--- src/rtl/core/lpdt_pkg.sv ---
// Shared types and constants for the LED pulse-distance transmitter.
// No dependencies; imported by led_pulse_distance_transmitter.
package lpdt_pkg;

    // FIFO depth default and field widths
    localparam int LpdtFifoDepth = 16;
    localparam int LpdtByteW     = 8;
    localparam int LpdtCfgIdxW   = 2;

    // Register reset values
    localparam logic [LpdtByteW-1:0] LpdtBankLowReset  = 8'b0111_0000;
    localparam logic [LpdtByteW-1:0] LpdtBankMidReset  = 8'h00;
    localparam logic [LpdtByteW-1:0] LpdtBankHighReset = 8'h00;

    // Bit pointer start (MSB first)
    localparam logic [3:0] LpdtBitStart = 4'd7;

    // Configuration register indexes
    typedef enum logic [LpdtCfgIdxW-1:0] {
        CFG_BANK_LOW  = 2'd0,
        CFG_BANK_MID  = 2'd1,
        CFG_BANK_HIGH = 2'd2
    } lpdt_cfg_idx_t;

    // Request operation codes
    typedef enum logic {
        OP_TICK = 1'b0,
        OP_PUSH = 1'b1
    } lpdt_op_t;

    // Transmit phase
    typedef enum logic [1:0] {
        PH_IDLE = 2'd0,
        PH_ON   = 2'd1,
        PH_OFF  = 2'd2,
        PH_LOW  = 2'd3
    } lpdt_phase_t;

    // One result
    typedef struct packed {
        logic                 leds_written;
        logic [LpdtByteW-1:0] bank_low_out;
        logic [LpdtByteW-1:0] bank_mid_out;
        logic [LpdtByteW-1:0] bank_high_out;
        logic                 receiver_enable_written;
        logic                 receiver_enable_value;
        logic                 receiver_reset_pulse;
        logic                 byte_dropped;
        logic [1:0]           tx_phase;
    } lpdt_result_t;

endpackage

--- src/rtl/core/led_pulse_distance_transmitter.sv ---
// LED pulse-distance transmitter: top level with FIFO memory, phase machine
// and two-entry output buffer. Depends on lpdt_pkg.
//
// Usage:
//   Input channel (in_valid/in_stall) carries operation and data_byte. A push
//   queues data_byte in the FIFO (flagged as dropped when full); a tick
//   advances the pulse machine by one step. Every request yields exactly one
//   result on the output channel (out_valid/out_stall).
//   Configuration writes (cfg_valid/cfg_ready, always ready) set the three
//   LED bank patterns; index 3 is ignored.
// Registering and throughput:
//   Results are registered (output or skid register). One request is taken
//   per cycle unless in_stall. FIFO head is prefetched from the synchronous
//   memory each cycle with write forwarding; loads never wait on the read port.
// Reset:
//   Phase idle, FIFO empty, bit pointer at seven, patterns at their defaults.
//   FIFO contents are not cleared; entries are only read after being written.
// Stalls:
//   A stalled result holds in the output register while one further result
//   is caught in the skid register; in_stall rises only once that is full.
module led_pulse_distance_transmitter #(
    parameter int FIFO_DEPTH = lpdt_pkg::LpdtFifoDepth
) (
    input  logic                                clk,
    input  logic                                rst_n,
    // input channel
    input  logic                                in_valid,
    output logic                                in_stall,
    input  logic                                operation,
    input  logic [lpdt_pkg::LpdtByteW-1:0]      data_byte,
    // configuration write channel
    input  logic                                cfg_valid,
    output logic                                cfg_ready,
    input  logic [lpdt_pkg::LpdtCfgIdxW-1:0]    cfg_index,
    input  logic [lpdt_pkg::LpdtByteW-1:0]      cfg_data,
    // output channel
    output logic                                out_valid,
    input  logic                                out_stall,
    output logic                                leds_written,
    output logic [lpdt_pkg::LpdtByteW-1:0]      bank_low_out,
    output logic [lpdt_pkg::LpdtByteW-1:0]      bank_mid_out,
    output logic [lpdt_pkg::LpdtByteW-1:0]      bank_high_out,
    output logic                                receiver_enable_written,
    output logic                                receiver_enable_value,
    output logic                                receiver_reset_pulse,
    output logic                                byte_dropped,
    output logic [1:0]                          tx_phase
);
    import lpdt_pkg::*;

    localparam int PtrW = (FIFO_DEPTH > 1) ? $clog2(FIFO_DEPTH) : 1;
    localparam int CntW = $clog2(FIFO_DEPTH + 1);
    localparam logic [PtrW-1:0] PtrLast = PtrW'(FIFO_DEPTH - 1);
    localparam logic [CntW-1:0] CntFull = CntW'(FIFO_DEPTH);

    // Configuration registers
    logic [LpdtByteW-1:0] bank_low_reg, bank_mid_reg, bank_high_reg;

    // Control state
    lpdt_phase_t          phase_reg, phase_next;
    logic [LpdtByteW-1:0] shift_reg, shift_next;
    logic [3:0]           bitptr_reg, bitptr_next;
    logic [PtrW-1:0]      rd_ptr_reg, rd_ptr_next;
    logic [PtrW-1:0]      wr_ptr_reg, wr_ptr_next;
    logic [CntW-1:0]      count_reg, count_next;

    // FIFO memory and prefetched head
    logic [LpdtByteW-1:0] fifo_mem [FIFO_DEPTH];
    logic [LpdtByteW-1:0] head_reg;
    logic                 wr_en;
    logic                 pop;

    // Output buffer
    lpdt_result_t out_reg, skid_reg, result;
    logic         out_valid_reg, skid_valid_reg;

    logic in_acc;
    logic out_take;
    logic is_push;
    logic fifo_empty;
    logic tx_bit;

    assign cfg_ready  = 1'b1;
    assign in_stall   = skid_valid_reg;
    assign in_acc     = in_valid && !in_stall;
    assign out_take   = out_valid_reg && !out_stall;
    assign is_push    = (operation == OP_PUSH);
    assign fifo_empty = (count_reg == '0);

    // Configuration writes
    always_ff @(posedge clk or negedge rst_n)
    begin
        if (!rst_n)
        begin
            bank_low_reg  <= LpdtBankLowReset;
            bank_mid_reg  <= LpdtBankMidReset;
            bank_high_reg <= LpdtBankHighReset;
        end
        else if (cfg_valid && cfg_ready)
        begin
            unique case (cfg_index)
                CFG_BANK_LOW:  bank_low_reg  <= cfg_data;
                CFG_BANK_MID:  bank_mid_reg  <= cfg_data;
                CFG_BANK_HIGH: bank_high_reg <= cfg_data;
                default: ;
            endcase
        end
    end

    // Next state of the phase machine and FIFO pointers
    always_comb
    begin
        phase_next  = phase_reg;
        shift_next  = shift_reg;
        bitptr_next = bitptr_reg;
        rd_ptr_next = rd_ptr_reg;
        wr_ptr_next = wr_ptr_reg;
        count_next  = count_reg;
        wr_en       = 1'b0;
        pop         = 1'b0;
        tx_bit      = 1'b0;
        if (in_acc)
        begin
            if (is_push)
            begin
                if (count_reg != CntFull)
                begin
                    wr_en       = 1'b1;
                    wr_ptr_next = (wr_ptr_reg == PtrLast) ? '0 : wr_ptr_reg + 1'b1;
                    count_next  = count_reg + 1'b1;
                end
            end
            else
            begin
                unique case (phase_reg)
                    PH_IDLE:
                    begin
                        if (!fifo_empty)
                        begin
                            pop         = 1'b1;
                            shift_next  = head_reg;
                            bitptr_next = LpdtBitStart;
                            phase_next  = PH_ON;
                        end
                    end
                    PH_ON:
                    begin
                        phase_next = PH_OFF;
                    end
                    PH_OFF:
                    begin
                        if (bitptr_reg[3] && fifo_empty)
                        begin
                            phase_next = PH_IDLE;
                        end
                        else
                        begin
                            if (bitptr_reg[3])
                            begin
                                // closing pulse doubles as start of next byte
                                pop         = 1'b1;
                                shift_next  = head_reg;
                                tx_bit      = head_reg[LpdtByteW-1];
                                bitptr_next = LpdtBitStart - 4'd1;
                            end
                            else
                            begin
                                tx_bit      = shift_reg[bitptr_reg[2:0]];
                                bitptr_next = bitptr_reg - 4'd1;
                            end
                            phase_next = tx_bit ? PH_ON : PH_LOW;
                        end
                    end
                    PH_LOW:
                    begin
                        phase_next = PH_ON;
                    end
                    default: ;
                endcase
            end
            if (pop)
            begin
                rd_ptr_next = (rd_ptr_reg == PtrLast) ? '0 : rd_ptr_reg + 1'b1;
                count_next  = count_reg - 1'b1;
            end
        end
    end

    // Result fields of the current request
    always_comb
    begin
        result          = '0;
        result.tx_phase = phase_next;
        if (is_push)
        begin
            result.byte_dropped = (count_reg == CntFull);
        end
        else
        begin
            unique case (phase_reg)
                PH_IDLE:
                begin
                    result.receiver_enable_written = 1'b1;
                    result.receiver_enable_value   = fifo_empty;
                    result.receiver_reset_pulse    = !fifo_empty;
                end
                PH_ON:
                begin
                    result.leds_written  = 1'b1;
                    result.bank_low_out  = bank_low_reg;
                    result.bank_mid_out  = bank_mid_reg;
                    result.bank_high_out = bank_high_reg;
                end
                PH_OFF:
                begin
                    result.leds_written = 1'b1;
                end
                PH_LOW: ;
                default: ;
            endcase
        end
    end

    // Control state registers
    always_ff @(posedge clk or negedge rst_n)
    begin
        if (!rst_n)
        begin
            phase_reg  <= PH_IDLE;
            shift_reg  <= '0;
            bitptr_reg <= LpdtBitStart;
            rd_ptr_reg <= '0;
            wr_ptr_reg <= '0;
            count_reg  <= '0;
        end
        else
        begin
            phase_reg  <= phase_next;
            shift_reg  <= shift_next;
            bitptr_reg <= bitptr_next;
            rd_ptr_reg <= rd_ptr_next;
            wr_ptr_reg <= wr_ptr_next;
            count_reg  <= count_next;
        end
    end

    // FIFO memory write port
    always_ff @(posedge clk)
    begin
        if (wr_en)
        begin
            fifo_mem[wr_ptr_reg] <= data_byte;
        end
    end

    // Head prefetch at the next read pointer, forwarding a same-entry write
    always_ff @(posedge clk)
    begin
        if (wr_en && (wr_ptr_reg == rd_ptr_next))
        begin
            head_reg <= data_byte;
        end
        else
        begin
            head_reg <= fifo_mem[rd_ptr_next];
        end
    end

    // Output register with skid stage
    always_ff @(posedge clk or negedge rst_n)
    begin
        if (!rst_n)
        begin
            out_valid_reg  <= 1'b0;
            skid_valid_reg <= 1'b0;
        end
        else if (skid_valid_reg)
        begin
            if (out_take)
            begin
                skid_valid_reg <= 1'b0;
            end
        end
        else if (in_acc)
        begin
            if (out_valid_reg && !out_take)
            begin
                skid_valid_reg <= 1'b1;
            end
            out_valid_reg <= 1'b1;
        end
        else if (out_take)
        begin
            out_valid_reg <= 1'b0;
        end
    end

    // Output payload, no reset
    always_ff @(posedge clk)
    begin
        if (skid_valid_reg)
        begin
            if (out_take)
            begin
                out_reg <= skid_reg;
            end
        end
        else if (in_acc)
        begin
            if (out_valid_reg && !out_take)
            begin
                skid_reg <= result;
            end
            else
            begin
                out_reg <= result;
            end
        end
    end

    assign out_valid               = out_valid_reg;
    assign leds_written            = out_reg.leds_written;
    assign bank_low_out            = out_reg.bank_low_out;
    assign bank_mid_out            = out_reg.bank_mid_out;
    assign bank_high_out           = out_reg.bank_high_out;
    assign receiver_enable_written = out_reg.receiver_enable_written;
    assign receiver_enable_value   = out_reg.receiver_enable_value;
    assign receiver_reset_pulse    = out_reg.receiver_reset_pulse;
    assign byte_dropped            = out_reg.byte_dropped;
    assign tx_phase                = out_reg.tx_phase;

endmodule

--- config.mk ---
export PLATFORM = sky130hd
export DESIGN_NAME = led_pulse_distance_transmitter
export DESIGN_NICKNAME = d
export VERILOG_FILES = /design/src/rtl/core/lpdt_pkg.sv /design/src/rtl/core/led_pulse_distance_transmitter.sv
export SDC_FILE = /design/constraint.sdc
export NUM_CORES = 1
export LEC_CHECK = 0
export ABC_AREA = 1
export BUFFER_PORTS_ARGS = -buffer_cell sky130_fd_sc_hd__buf_2
export CAP_MARGIN = 40
export CORE_ASPECT_RATIO = 1.4
export CORE_MARGIN = 4
export CORE_UTILIZATION = 25
export DETAILED_ROUTE_END_ITERATION = 10
export GPL_TIMING_DRIVEN = 0
export PLACE_DENSITY = 0.38
export SLEW_MARGIN = 10
export SYNTH_ARGS = -nofsm -noshare
export SYNTH_HDL_FRONTEND = slang
export SYNTH_SLANG_ARGS = --single-unit
export TNS_END_PERCENT = 5
--- constraint.sdc ---
create_clock -name clk -period 2.9 [get_ports clk]
set_clock_uncertainty 0.2 [all_clocks]
set_input_delay 0.29 -clock clk [delete_from_list [all_inputs] [get_ports clk]]
set_output_delay 0.29 -clock clk [all_outputs]
set_load 0.01 [all_outputs]
After elaboration in Yosys (flattened, before gate mapping)
Memories as Yosys holds them, arrays and structs flattened. A register that Yosys moved wholly into a read port is not among the register bits.
Index checks and enable logic that the tools add are counted.

storage, ports and cells
  memories = 1
  flip-flop bits (word level) = 115
  ROM bits = 0
  output and inout port bits = 34
  memory bits (writable) = 128
  latch bits = 0
  input bits = 24

cells by class
  equal/unequal tests = 14
  $mul = 0
  shifts and indexed selects = 0
  reduce and logical (&&, ||, !) cells = 27
  bitwise operators = 2
  multiplexer cells = 54
  $add $sub $neg = 5
  divide/modulo/power cells = 0
  order comparisons = 1

memory list
  memory    words  bits a word  rd ports  clocked after Yosys merged registers in  wr ports  RTL line                              RTL
  fifo_mem  16     8            1         1                                        1         led_pulse_distance_transmitter.sv:68  logic [LpdtByteW-1:0] fifo_mem [FIFO_DEPTH];

operator list
  cell                                          count
  two-way mux 31 bit                            4
  two-way mux 28 bit                            1
  two-way mux 4 bit                             7
  two-way mux 1 bit                             24
  two-way mux 24 bit                            1
  two-way mux 8 bit                             3
  case mux 8 bit (2 select lines)               1
  two-way mux 5 bit                             3
  AND reduction 3 bit                           4
  two-way mux 2 bit                             5
  nonzero test 2 bit                            5
  adder 4 x 1 -> 4 bit, second input constant   2
  equality test 4 bit, second input constant    2
  inequality test 2 bit, second input constant  4
  case mux 2 bit (4 select lines)               1
  case mux 4 bit (2 select lines)               1
  AND reduction 2 bit                           4
  equality test 2 bit, second input constant    3
  AND reduction 6 bit                           1
  adder 5 x 1 -> 5 bit, second input constant   1
  equality test 5 bit, second input constant    1
  zero test 5 bit                               1
  inequality test 5 bit, second input constant  1
  AND reduction 5 bit                           1
  13 further kinds                              22

Depth between registers and ports, before layout
  depth after elaboration = 15
  mapped depth = 14
  depth with buffers taken out = 14

Worst setup path before layout
No wires, ideal clock.

  path kind = register -> register
  start = register skid_valid_reg, in the netlist in_stall
  end = register out_reg (netlist bit bank_high_out[0]) (enable)
  path buffers = 1
  slack = -153 ps
  stages on the path, launching flop included = 7
  data required time = 2270 ps
  data arrival time = 2423 ps
  cell sequence = dfrtp_1 > buf_2 > inv_2 > nand2_2 > inv_2 > a21oi_1 > a21oi_1

on the way
  longest elaborated chain between the ends = 4
  elaborated cells between the ends (all ways) = 6
  classes of those cells = eq/ne: 2; reduce/logical: 4

ends and longest elaborated chain
  element                                   RTL line                               RTL
  start: declaration                        led_pulse_distance_transmitter.sv:75   logic out_valid_reg, skid_valid_reg;
  start signal: assignment                  led_pulse_distance_transmitter.sv:275  skid_valid_reg <= 1'b0;
  start signal: assignment                  led_pulse_distance_transmitter.sv:281  skid_valid_reg <= 1'b0;
  start signal: assignment                  led_pulse_distance_transmitter.sv:288  skid_valid_reg <= 1'b1;
  zero test 1 bit                           led_pulse_distance_transmitter.sv:85   assign in_acc = in_valid && !in_stall;
  logical AND 1 bit                         led_pulse_distance_transmitter.sv:85
  nonzero test 2 bit (no source line)       --
  AND reduction 3 bit (no source line) (*)  --
  end signal: assignment                    led_pulse_distance_transmitter.sv:305  out_reg <= skid_reg;
  end signal: assignment                    led_pulse_distance_transmitter.sv:316  out_reg <= result;
  end: declaration                          led_pulse_distance_transmitter.sv:74   lpdt_result_t out_reg, skid_reg, result;

Mark *: on every way between the ends. The rest lies on a longest branch, timed or not.
A chain may end at the register's enable or synchronous reset.

Worst setup path after layout
  start = register phase_reg[0]
  end = register count_reg[4]

on the way
  longest elaborated chain between the ends = 6
  elaborated cells between the ends (all ways) = 9
  classes of those cells = eq/ne: 1; mux: 4; reduce/logical: 4

ends and longest elaborated chain
  element                                                 RTL line                               RTL
  start: declaration                                      led_pulse_distance_transmitter.sv:60   lpdt_phase_t phase_reg, phase_next;
  start signal: assignment                                led_pulse_distance_transmitter.sv:238  phase_reg <= phase_next;
  equality test 2 bit or zero test 2 bit (tied branches)  led_pulse_distance_transmitter.sv:135  unique case (phase_reg)
  case mux 1 bit (2 select lines) (*)                     led_pulse_distance_transmitter.sv:135
  two-way mux 1 bit (*)                                   led_pulse_distance_transmitter.sv:124  if (is_push)
  two-way mux 1 bit (*)                                   led_pulse_distance_transmitter.sv:122  if (in_acc)
  nonzero test 2 bit (no source line)                     --
  AND reduction 3 bit (no source line)                    --
  end signal: assignment                                  led_pulse_distance_transmitter.sv:243  count_reg <= count_next;
  end: declaration                                        led_pulse_distance_transmitter.sv:65   logic [CntW-1:0] count_reg, count_next;

Mark *: on every way between the ends. The rest lies on a longest branch, timed or not. The select of a mux whose other input is x is not followed.

==> flow_metrics.env <==
export IMPL_multi_input_area_mm2=0.00270
export IMPL_worstPathBufferInverterCount=3
export IMPL_worst_slew_pin_slew_ns=0.778
export IMPL_fmax_mhz=387
export IMPL_drv_slew=0
export IMPL_first_iter_violations=323
export IMPL_cts_setup_buffers=0
export IMPL_synthCells=900
export IMPL_drt_wirelength_per_cell_um=17.7
export IMPL_finalSetupViolCount=0
export IMPL_worstHoldPathType="in2reg"
export IMPL_portBuffers=56
export IMPL_grt_setup_unrepaired="false"
export IMPL_first_global_vias=6994
export IMPL_postPlaceCellArea_mm2=0.0114
export IMPL_antennaDiodeCount=0
export IMPL_synth_warnings=0
export IMPL_nFillCells=4170
export IMPL_period_needed_ns=2.59
export IMPL_cp_cell_sequence="inv_1 > ha_1 > inv_1 > o21ai_2 > nand3_2 > inv_2 > ha_1 > nand2_1 > nand2_1 > a21oi_1 > or2_2 > nand3_1 > xnor2_1"
export IMPL_grt_overflow_total=0
export IMPL_yosys_area_top_type_share_pct=55.4
export IMPL_insertion_delay_ns=0.55
export IMPL_io_pins=58
export IMPL_htreeDepth=1
export IMPL_end_kind="register"
export IMPL_syn_avg_cell_area_um2=11.4
export IMPL_crit_arrival_ns=2.82
export IMPL_start_util_pct=25.4
export IMPL_antenna_left=0
export IMPL_cp_required_ns=3.14
export IMPL_final_cell_mix="nand2_1, edfxtp_1, nor2_1"
export IMPL_crit_family="adder cells"
export IMPL_final_common_cell="nand2_1"
export IMPL_syn_nets=939
export IMPL_drt_pass1_iter_count=4
export IMPL_leakagePower_nw=4.92
export IMPL_drive_gt1_share_pct=16.4
export IMPL_hold_viol=0
export IMPL_area_delta_synth_final_pct=22.0
export IMPL_cts_tree="done"
export IMPL_fin_crit_sh_pct=89.1
export IMPL_r2r_slack_ns=0.31
export IMPL_num_nets_final=1061
export IMPL_drt_total_wl_mm=27.9
export IMPL_grt_use_total_pct=12.3
export IMPL_yosys_top_cells_area="edfxtp_1, dfrtp_1, nand2_1, o21ai_0, nor2_1"
export IMPL_path_class="reg2reg"
export IMPL_vias=6800
export IMPL_design_area_mm2=0.0126
export IMPL_grt_pass1_wl_mm=42.7
export IMPL_netlist_area_mm2=0.0103
export IMPL_hpwlAfterDp_mm=19.5
export IMPL_status="finished, final reports clean"
export IMPL_vias_per_cell=4.31
export IMPL_p_per_area_mw_per_mm2=970
export IMPL_clk_path_buf_depth=3
export IMPL_synth_top_cell_by_area="edfxtp_1"
export IMPL_crit_path_max_incr_delay_ns=0.42
export IMPL_largest_reg_flops=128
export IMPL_gp_congestion=0.774
export IMPL_coreArea_mm2=0.0405
export IMPL_clkTransAtPathRegs_ns=0.06
export IMPL_yosysUniqueCellTypes=43
export IMPL_seqCellArea_mm2=0.00712
export IMPL_cts_buffers_inserted=28
export IMPL_ys_seq_area_share_pct=69.1
export IMPL_finalSetupTns_ns=0
export IMPL_die_h_um=248
export IMPL_antenna_found_initial=0
export IMPL_cts_sinks=247
export IMPL_grt_max_degree=54
export IMPL_die_area_mm2=0.0446
export IMPL_drc=0
export IMPL_drv_cap=0
export IMPL_ys_ff_latch=247
export IMPL_worst_path_max_delay_cell="dfrtp_1"
export IMPL_die_width_um=180
export IMPL_num_rows=87
export IMPL_slew_headroom_pct=48.1
export IMPL_clock_root_buffer="clkbuf_16"
export IMPL_ir_drop_v=0.000445
export IMPL_path_max_fanout=6
export IMPL_worst_setup_path_start_kind="register"
==> worst register-to-register path: stages, from the launching register on <==
cell     delay, ns
dfrtp_1       0.42
inv_1         0.12
ha_1          0.22
inv_1         0.11
o21ai_2       0.17
nand3_2       0.11
inv_2         0.16
ha_1          0.30
nand2_1       0.09
nand2_1       0.05
a21oi_1       0.16
or2_2         0.14
nand3_1       0.08
xnor2_1       0.13
==> Yosys cell counts (all sizes together) <==
library cell / number
o21ai: 104
inv: 68
a21oi: 7
xor2: 4
ha: 14
conb: 1
clkbuf: 21
nor2: 110
o221ai: 19
dfrtp: 47
edfxtp: 190
xnor2: 2
nand4: 1
mux2: 1
nand2: 209
buf: 21
fa: 1
nor4: 2
o21a: 1
nand3: 38
nor3: 1
nand3b: 2
or2: 2
dfstp: 6
dfxtp: 4
o311ai: 1
a31oi: 2
o211ai: 11
o22ai: 10
==> layout make-up <==
type                            count  share of cell area (%)
Sequential cell                   247                    56.7
Multi-Input combinational cell    543                    21.5
Clock buffer                       36                    6.15
Tap cell                          534                    5.32
Timing Repair Buffer               92                    5.06
Inverter                           68                    2.03
Buffer                             42                    1.98
Clock inverter                     16                    1.29
==> per-layer routing <==
metal  track usage, %  wire length (um)  up-vias
li1                 -                 -     3340
met1             14.2             11300     3273
met2             23.2             14600      138
met3             2.06              1200       49
met4             4.42               779        0
met5                0                 0        -
==> worst paths after layout <==
check                         startpoint                to  depth (start not counted)
max                         phase_reg[0]      count_reg[4]                         13
min                            cfg_valid   bank_low_reg[1]                          4
max reg2reg                 phase_reg[0]      count_reg[4]                         13
min reg2reg                rd_ptr_reg[3]     rd_ptr_reg[3]                          1
max in group asynchronous          rst_n  bank_high_reg[5]                          2
min in group asynchronous          rst_n     wr_ptr_reg[3]                          2
==> stage by stage <==
step           power, W  worst slack, ns  hold WS, ns  cells  util, %
3_5_place_dp    0.00873            0.243        0.196   1506     28.2
4_1_cts          0.0124            0.205       0.0476   1578     31.0
2_1_floorplan   0.00726            0.251       -0.206    900        -
3_3_place_gp    0.00867           -0.624        0.263   1490     27.8
6_report         0.0122            0.315       0.0753   1578     31.0
5_1_grt          0.0130            0.119       0.0931   1578     31.0
==> kinds of logic (layout without fill, tap and decap cells) <==
kind of cell / count (synthesis) / after routing / synth area share, %
flops: 247 / 247 / 69.1
mux: 1 / 1 / 0.146
buf+inv: 110 / 254 / 4.90
simple gates: 365 / 365 / 14.6
xor+xnor: 6 / 6 / 0.510
fa+ha+maj: 15 / 15 / 1.90
other cells: 1 / 1 / 0.0364
compound gates: 155 / 155 / 8.78
==> where the power goes <==
part           total (W)  leakage [nW]  internal (W)  switching [W]
clock network    0.00357         0.453       0.00214        0.00143
registers        0.00483          2.42       0.00455       0.000276
logic            0.00377          2.05       0.00123        0.00255
==> what timing repair did <==
action / CTS / global route
hold endpoints to repair: 210 / 0
gates resized for setup: 0 / 0
hold buffers: 20 / 0
Note: power is estimated with default switching activity, not from simulation.
